File: src/hdl/fleet_stats_aggregator_unit_macros.svh
`ifndef FLEET_STATS_AGGREGATOR_UNIT_MACROS_SVH
`define FLEET_STATS_AGGREGATOR_UNIT_MACROS_SVH

// same-cycle implication, clocked on clk, off during reset
`define FSA_CHECK(label, ante, cons, msg) \
    label: assert property (@(posedge clk) disable iff (!rst_n) (ante) |-> (cons)) \
        else $error(msg);

// next-cycle implication
`define FSA_CHECK_NEXT(label, ante, cons, msg) \
    label: assert property (@(posedge clk) disable iff (!rst_n) (ante) |=> (cons)) \
        else $error(msg);

`endif

File: src/hdl/fsa_pkg.sv
`default_nettype none

package fsa_pkg;

    localparam int ENT_W      = 32;
    localparam int CTR_W      = 48;
    localparam int SUM40_W    = 40;
    localparam int SUM56_W    = 56;
    localparam int CNT_OUT_W  = 9;
    localparam int MODE_W     = 2;
    localparam int K_W        = 8;
    localparam int ALU_W      = 56;
    localparam int DIVIDEND_W = SUM40_W + 1;
    localparam int DCNT_W     = $clog2(DIVIDEND_W + 1);

    typedef enum logic [1:0] {
        SAT_NONE,
        SAT_40,
        SAT_56
    } sat_t;

    typedef struct packed {
        logic sub;
        sat_t sat;
    } alu_ctrl_t;

    typedef struct packed {
        logic               first;
        logic               present;
        logic               last;
        logic [ENT_W-1:0]   member_entries;
        logic [ENT_W-1:0]   member_expired;
        logic [CTR_W-1:0]   member_hits;
        logic [CTR_W-1:0]   member_misses;
        logic [CTR_W-1:0]   member_stores;
        logic [CTR_W-1:0]   member_removes;
    } in_item_t;

    typedef struct packed {
        logic [CNT_OUT_W-1:0] member_count;
        logic [CNT_OUT_W-1:0] reporting_count;
        logic [SUM40_W-1:0]   copies_total;
        logic [SUM40_W-1:0]   fleet_entries;
        logic [SUM40_W-1:0]   fleet_expired;
        logic [SUM56_W-1:0]   hits_total;
        logic [SUM56_W-1:0]   misses_total;
        logic [SUM56_W-1:0]   stores_total;
        logic [SUM56_W-1:0]   removes_total;
    } out_item_t;

endpackage

`default_nettype wire

File: src/hdl/fsa_alu.sv
`default_nettype none

module fsa_alu (
    input  fsa_pkg::alu_ctrl_t             ctrl,
    input  logic [fsa_pkg::ALU_W-1:0]      a,
    input  logic [fsa_pkg::ALU_W-1:0]      b,
    output logic [fsa_pkg::ALU_W-1:0]      result,
    output logic                           carry
);

    logic [fsa_pkg::ALU_W-1:0] b_eff;
    logic [fsa_pkg::ALU_W:0]   raw;

    assign b_eff = ctrl.sub ? ~b : b;
    assign raw   = {1'b0, a} + {1'b0, b_eff} + {{fsa_pkg::ALU_W{1'b0}}, ctrl.sub};
    assign carry = raw[fsa_pkg::ALU_W];

    // saturation: operands stay below the limit, so one spill bit flags overflow
    always_comb
    begin
        priority if (ctrl.sat == fsa_pkg::SAT_56 && raw[fsa_pkg::SUM56_W])
        begin
            result = {fsa_pkg::ALU_W{1'b1}};
        end
        else if (ctrl.sat == fsa_pkg::SAT_40 && raw[fsa_pkg::SUM40_W])
        begin
            result = {{(fsa_pkg::ALU_W - fsa_pkg::SUM40_W){1'b0}},
                      {fsa_pkg::SUM40_W{1'b1}}};
        end
        else
        begin
            result = raw[fsa_pkg::ALU_W-1:0];
        end
    end

endmodule

`default_nettype wire
File: config.mk
export PLATFORM = sky130hd
export DESIGN_NAME = fsa_alu
export DESIGN_NICKNAME = d
export VERILOG_FILES = /design/src/hdl/fleet_stats_aggregator_unit_macros.svh /design/src/hdl/fsa_pkg.sv /design/src/hdl/fsa_alu.sv
export SDC_FILE = /design/constraint.sdc
export NUM_CORES = 1
export LEC_CHECK = 0
export ABC_AREA = 1
export ABC_CLOCK_PERIOD_IN_PS = 6400
export BUFFER_PORTS_ARGS = -buffer_cell sky130_fd_sc_hd__buf_2
export CAP_MARGIN = 20
export CORE_UTILIZATION = 30
export DETAILED_ROUTE_END_ITERATION = 7
export PLACE_DENSITY_LB_ADDON = 0.3
export SYNTH_ARGS = -nofsm -noshare
export SYNTH_HDL_FRONTEND = slang
export SYNTH_SLANG_ARGS = --single-unit
File: constraint.sdc
create_clock -name vclk -period 6.4
set_clock_uncertainty 0.05 [all_clocks]
set_input_delay 0.32 -clock vclk [all_inputs]
set_output_delay 0.32 -clock vclk [all_outputs]
set_load 0.02 [all_outputs]
# Word-level counts from Yosys, hierarchy flattened
# Index checks and enable logic that the tools add are counted.
# W data, S select, Z words.
# classes
div	0
shifts	0
eq_ne	2
bitwise	1
n_addsub	2
reduce_logical	2
multipliers	0
n_mux	3
magnitude_cmp	0
# ops
op	n
$mux W56	3
$add A56 B56 Y57	1
$add A57 B1 Y57	1
$not A56 Y56	1
$eq A2 B1 Y1 const B	1
$eq A2 B2 Y1 const B	1
$logic_and A1 B1 Y1	2
# word_totals
input_bits	115
ram_bits	0
word_cells	10
latch_bits	0
rom_bits	0
mem_count	0
output_inout_bits	57
reg_bits	0

# Depth between registers and ports, before layout
# depth
word_depth	7
mapped_depth	19
mapped_depth_nobuf	18

# Least setup slack after synthesis
# No wires, ideal clock.
# synth_timing
kind	input port to output port
from	input ctrl[2] (netlist bit)
to	output result[29] (netlist bit)
required_time_ns	6.030
arrival_time_ns	2.760
path_buffers	4
slack_ns	3.270
path_stages	15
cell_sequence	clkbuf_1 buf_2 xor2_1 ha_1 or2_0 nand3_1 nand2_2 nand2_1 nand3_2 nand2_1 nand3_2 nand3_2 buf_6 buf_6 nand3_1
# synth_via
elab_cells_between_ends	7
cone_classes	add/sub: 2; mux: 3; reduce/logical: 2
# synth_lines
item	line	source
start, declared	fsa_alu.sv:4	input fsa_pkg::alu_ctrl_t ctrl,
$mux W56	fsa_alu.sv:14	assign b_eff = ctrl.sub ? ~b : b;
$add A56 B56 Y57	fsa_alu.sv:15	assign raw = {1'b0, a} + {1'b0, b_eff} + {{fsa_pkg::ALU_W{1'b0}}, ctrl.sub};
$add A57 B1 Y57 (*)	fsa_alu.sv:15	
net carry	fsa_alu.sv:8	output logic carry
$logic_and A1 B1 Y1 (*)	fsa_alu.sv:21	priority if (ctrl.sat == fsa_pkg::SAT_56 && raw[fsa_pkg::SUM56_W])
$mux W56 (*)	fsa_alu.sv:21	
end, declared	fsa_alu.sv:7	output logic [fsa_pkg::ALU_W-1:0] result,
# Mark *: on every way through the listed nets, which the timed path passes. The rest lies on a longest branch.

# Worst setup path in the final report
# layout_timing
from	input ctrl[2] (netlist bit)
to	output result[28] (netlist bit)
# layout_via
elab_chain_cells	6
elab_cells_between_ends	7
cone_classes	add/sub: 2; mux: 3; reduce/logical: 2
# layout_lines
item	line	source
$mux W56	fsa_alu.sv:14	
$add A56 B56 Y57	fsa_alu.sv:15	
$add A57 B1 Y57 (*)	fsa_alu.sv:15	
$logic_and A1 B1 Y1	fsa_alu.sv:25	else if (ctrl.sat == fsa_pkg::SAT_40 && raw[fsa_pkg::SUM40_W])
$mux W56	fsa_alu.sv:25	
$mux W56 (*)	fsa_alu.sv:21	
# Mark *: on every way between the ends. The rest lies on a longest branch, timed or not.

==> Implementation_results.wiki <==
{| class="wikitable"
! Metric !! Value
|-
| Outcome || complete, no violations
|-
| Gates resized, CTS repair || 0
|-
| Layout cells sized above 1 || 14.85%
|-
| Total detailed-routing wirelength || 22,390 um
|-
| Proportion of synthesized chip area in sequential cells || 0%
|-
| Final hold violations || 0
|-
| Final setup violation count || 0
|-
| Crit Path Max Fanout || 40
|-
| Critical Path Sink Type || output pin
|-
| Via count || 7,485
|-
| Via count of the first global-routing pass || 7,168
|-
| Area enclosed by the die boundary || 21,320 um^2
|-
| Max_cap viols || 0
|-
| Number of design-rule violations left by the first detailed-router iteration || 389
|-
| Top achievable clock speed || 216.5 MHz
|-
| Average size of a mapped cell || 4.924 um^2
|-
| Largest incremental delay on the critical path || 0.74 ns
|-
| Worst path required time || 6.03 ns
|-
| Fin crit share || just over 70%
|-
| Crit-path leading delay family || simple AND/OR/NAND/NOR gates
|-
| Vertical die dimension || roughly 150 um
|-
| Master of the slowest instance on the critical path || nand3_2
|-
| Vias per Instance || 4.426
|-
| Reported leakage power || 4.850 nW
|-
| Hold-fix buffer count after cts || 0
|-
| Net count of the finished layout || 1,594
|-
| Unrepaired setup endpoints after global routing || no
|-
| Largest voltage drop on the vdd net || between 0.00007 and 0.00008 V
|-
| Filler cell count in the final layout || 2,432
|-
| Total power after layout || 1.161 mW
|-
| Synth Net Count || 1,435
|-
| Count of buffering cells on the critical path with inverters included || 6
|-
| Power per cell area || 158.9 nW/um^2
|-
| Area of the core || approximately 20,000 um^2
|-
| Kind of path behind the tightest hold check || in2out
|-
| Pin count of the biggest net entering global routing || between 50 and 60
|-
| Horiz. Die Dim || 146.0 um
|-
| Post-synth design cell area || between 6000 and 7000 um^2
|-
| Cell-by-cell trace of the critical path || buf_2, buf_12, nand2_1, nand2_1, inv_1, fa_1, inv_1, nand2_1, nand2_1, nand3_1, nand2_2, nand2_1, nand3_2, nand2_1, nand3_2, nand3_2, buf_4, nand3_1, buf_2
|-
| Initial antenna violation count || 0
|-
| Overall overflow remaining after global route || 0
|-
| Layout overhead on the synthesized area || 17.35%
|-
| Starting density of the core || 30.66%
|-
| Overall fraction of global-route tracks in use || 20.77%
|-
| First-pass iteration count of the detailed router || 7
|-
| Actual slew at the worst max-slew pin || between 0.9 and 1 ns
|-
| Setup CP Type || in2out
|-
| Clock buffer instance count of the final layout || 0
|-
| Number of port buffers || about 170
|-
| Final critical path time including I/O delays and setup || 4.619 ns
|-
| Number of unique standard cell types used by synthesis || 26
|-
| Site Rows || 52
|-
| Half-perimeter wire length after placement || 19,910 um
|-
| Top Ports || about 170
|-
| Top cells by area, synth || nand2_1 (32%), inv_1 (17%), ha_1 (11%)
|-
| Data arrival time of the critical path || 4.25 ns
|-
| First-pass GRT wire length || 35,770 um
|-
| Share of Yosys cell area claimed by the top area cell type || approximately 32%
|-
| Layout Utilization || 35.98%
|-
| Number of remaining DRC errors || 0
|-
| Antenna Nets Post-Route || 0
|-
| Slew Limit Fails || 0
|-
| ANT cells || 0
|-
| Area occupied by multi-input gates || roughly 5000 um^2
|-
| Area taken by flip-flops and latches || 0 um^2
|-
| Total Neg Setup Slack || 0 ns
|-
| Cell occurring most often along the worst timing path || nand2_1
|-
| Area leader, netlist || nand2_1
|-
| Average wire length per cell after detail routing || 13.24 um
|-
| Ys Warns || 0
|-
| Post-CTS Setup Inserts || 0
|-
| Post-Synthesis Cells || 1,264
|-
| Tightest slew margin relative to the limit || 33.44%
|-
| Type of element launching the critical path || primary input
|-
| Last weighted congestion value of the routability-driven placer || 0.9391
|-
| Number of flip-flops and latches || 0
|}
[per-layer routing]
layer	routed length [um]	GRT usage [%]
met3	1054	1.594
met2	10230	36.87
met1	10970	28.48
met4	138	1.250
met5	0	0
[area by class of cell]
class | count | share of cell area (%)
multi-input cells | 963 | 68.61
repair buffers | 174 | 12.16
well taps | 270 | 4.626
inverters | 284 | 14.60
[placed cells by master (no fill, tap or decap)]
cell type / Yosys / layout
and3_1: 1 / 1
buf_4: 0 / 1
o21ai_1: 1 / 1
fa_1: 1 / 1
or2_0: 1 / 1
xor2_1: 67 / 67
nand3_1: 52 / 52
a21oi_1: 29 / 29
ha_1: 55 / 55
nor3_1: 10 / 10
nand3b_1: 14 / 14
inv_1: 284 / 284
o21ai_0: 4 / 4
nand2_1: 538 / 538
o21bai_1: 4 / 4
buf_12: 0 / 1
a21oi_2: 1 / 1
xnor2_1: 19 / 19
nand2_2: 4 / 4
and2_1: 11 / 11
nand3_2: 27 / 27
nand4_1: 16 / 16
buf_2: 6 / 172
nand3_4: 1 / 1
nor2_2: 4 / 4
nor2_1: 103 / 103
[cells in the mapped netlist]
cell        n
nand3_1    52
buf_2       6
o21ai_0     4
and3_1      1
inv_1     284
fa_1        1
nand4_1    16
clkbuf_1    1
nand2_1   538
nand2_2     4
nand3b_1   14
xnor2_1    19
or2_0       1
o21bai_1    4
nor2_2      4
o21ai_1     1
nand3_4     1
nor2_1    103
ha_1       55
a21oi_2     1
xor2_1     67
buf_6      10
nor3_1     10
and2_1     11
a21oi_1    29
nand3_2    27
[stage by stage]
step	std cells	hold WS [ns]	setup WS, ns	cell area (um^2)
final	1691	0.9846	1.781	7303
after global routing	1691	1.011	1.379	7303
after CTS	1691	0.9830	1.708	7303
after detailed placement	1691	0.9798	1.694	7303
after global placement	1691	0.9910	1.764	7303
after floorplan	1264	0.8042	3.270	6223
[worst min-delay path, cell delays in order]
cell and delay (ns):
buf_2 0.10, xnor2_1 0.06, nand3_1 0.07, buf_2 0.16
[logic make-up (layout without fill, tap and decap cells)]
family / Yosys count / after routing / share of synthesized area, %
and+or+nand+nor: 782 / 782 / 53.68
AOI/OAI and AO/OA: 39 / 39 / 3.357
buffers and inverters: 301 / 458 / 19.48
xor gates and xnor gates: 86 / 86 / 12.10
adders and majority gates: 56 / 56 / 11.38
[power by group]
part           internal, mW  switching (mW)
Clock                     0               0
Combinational         0.396           0.764
Sequential                0               0
[worst paths after layout]
check,from,endpoint,slack [ns],cells past startpoint
min,a[0],result[0],0.98,4
max,ctrl[2],result[28],1.78,19
No activity file was read; power rests on OpenSTA's default activity.
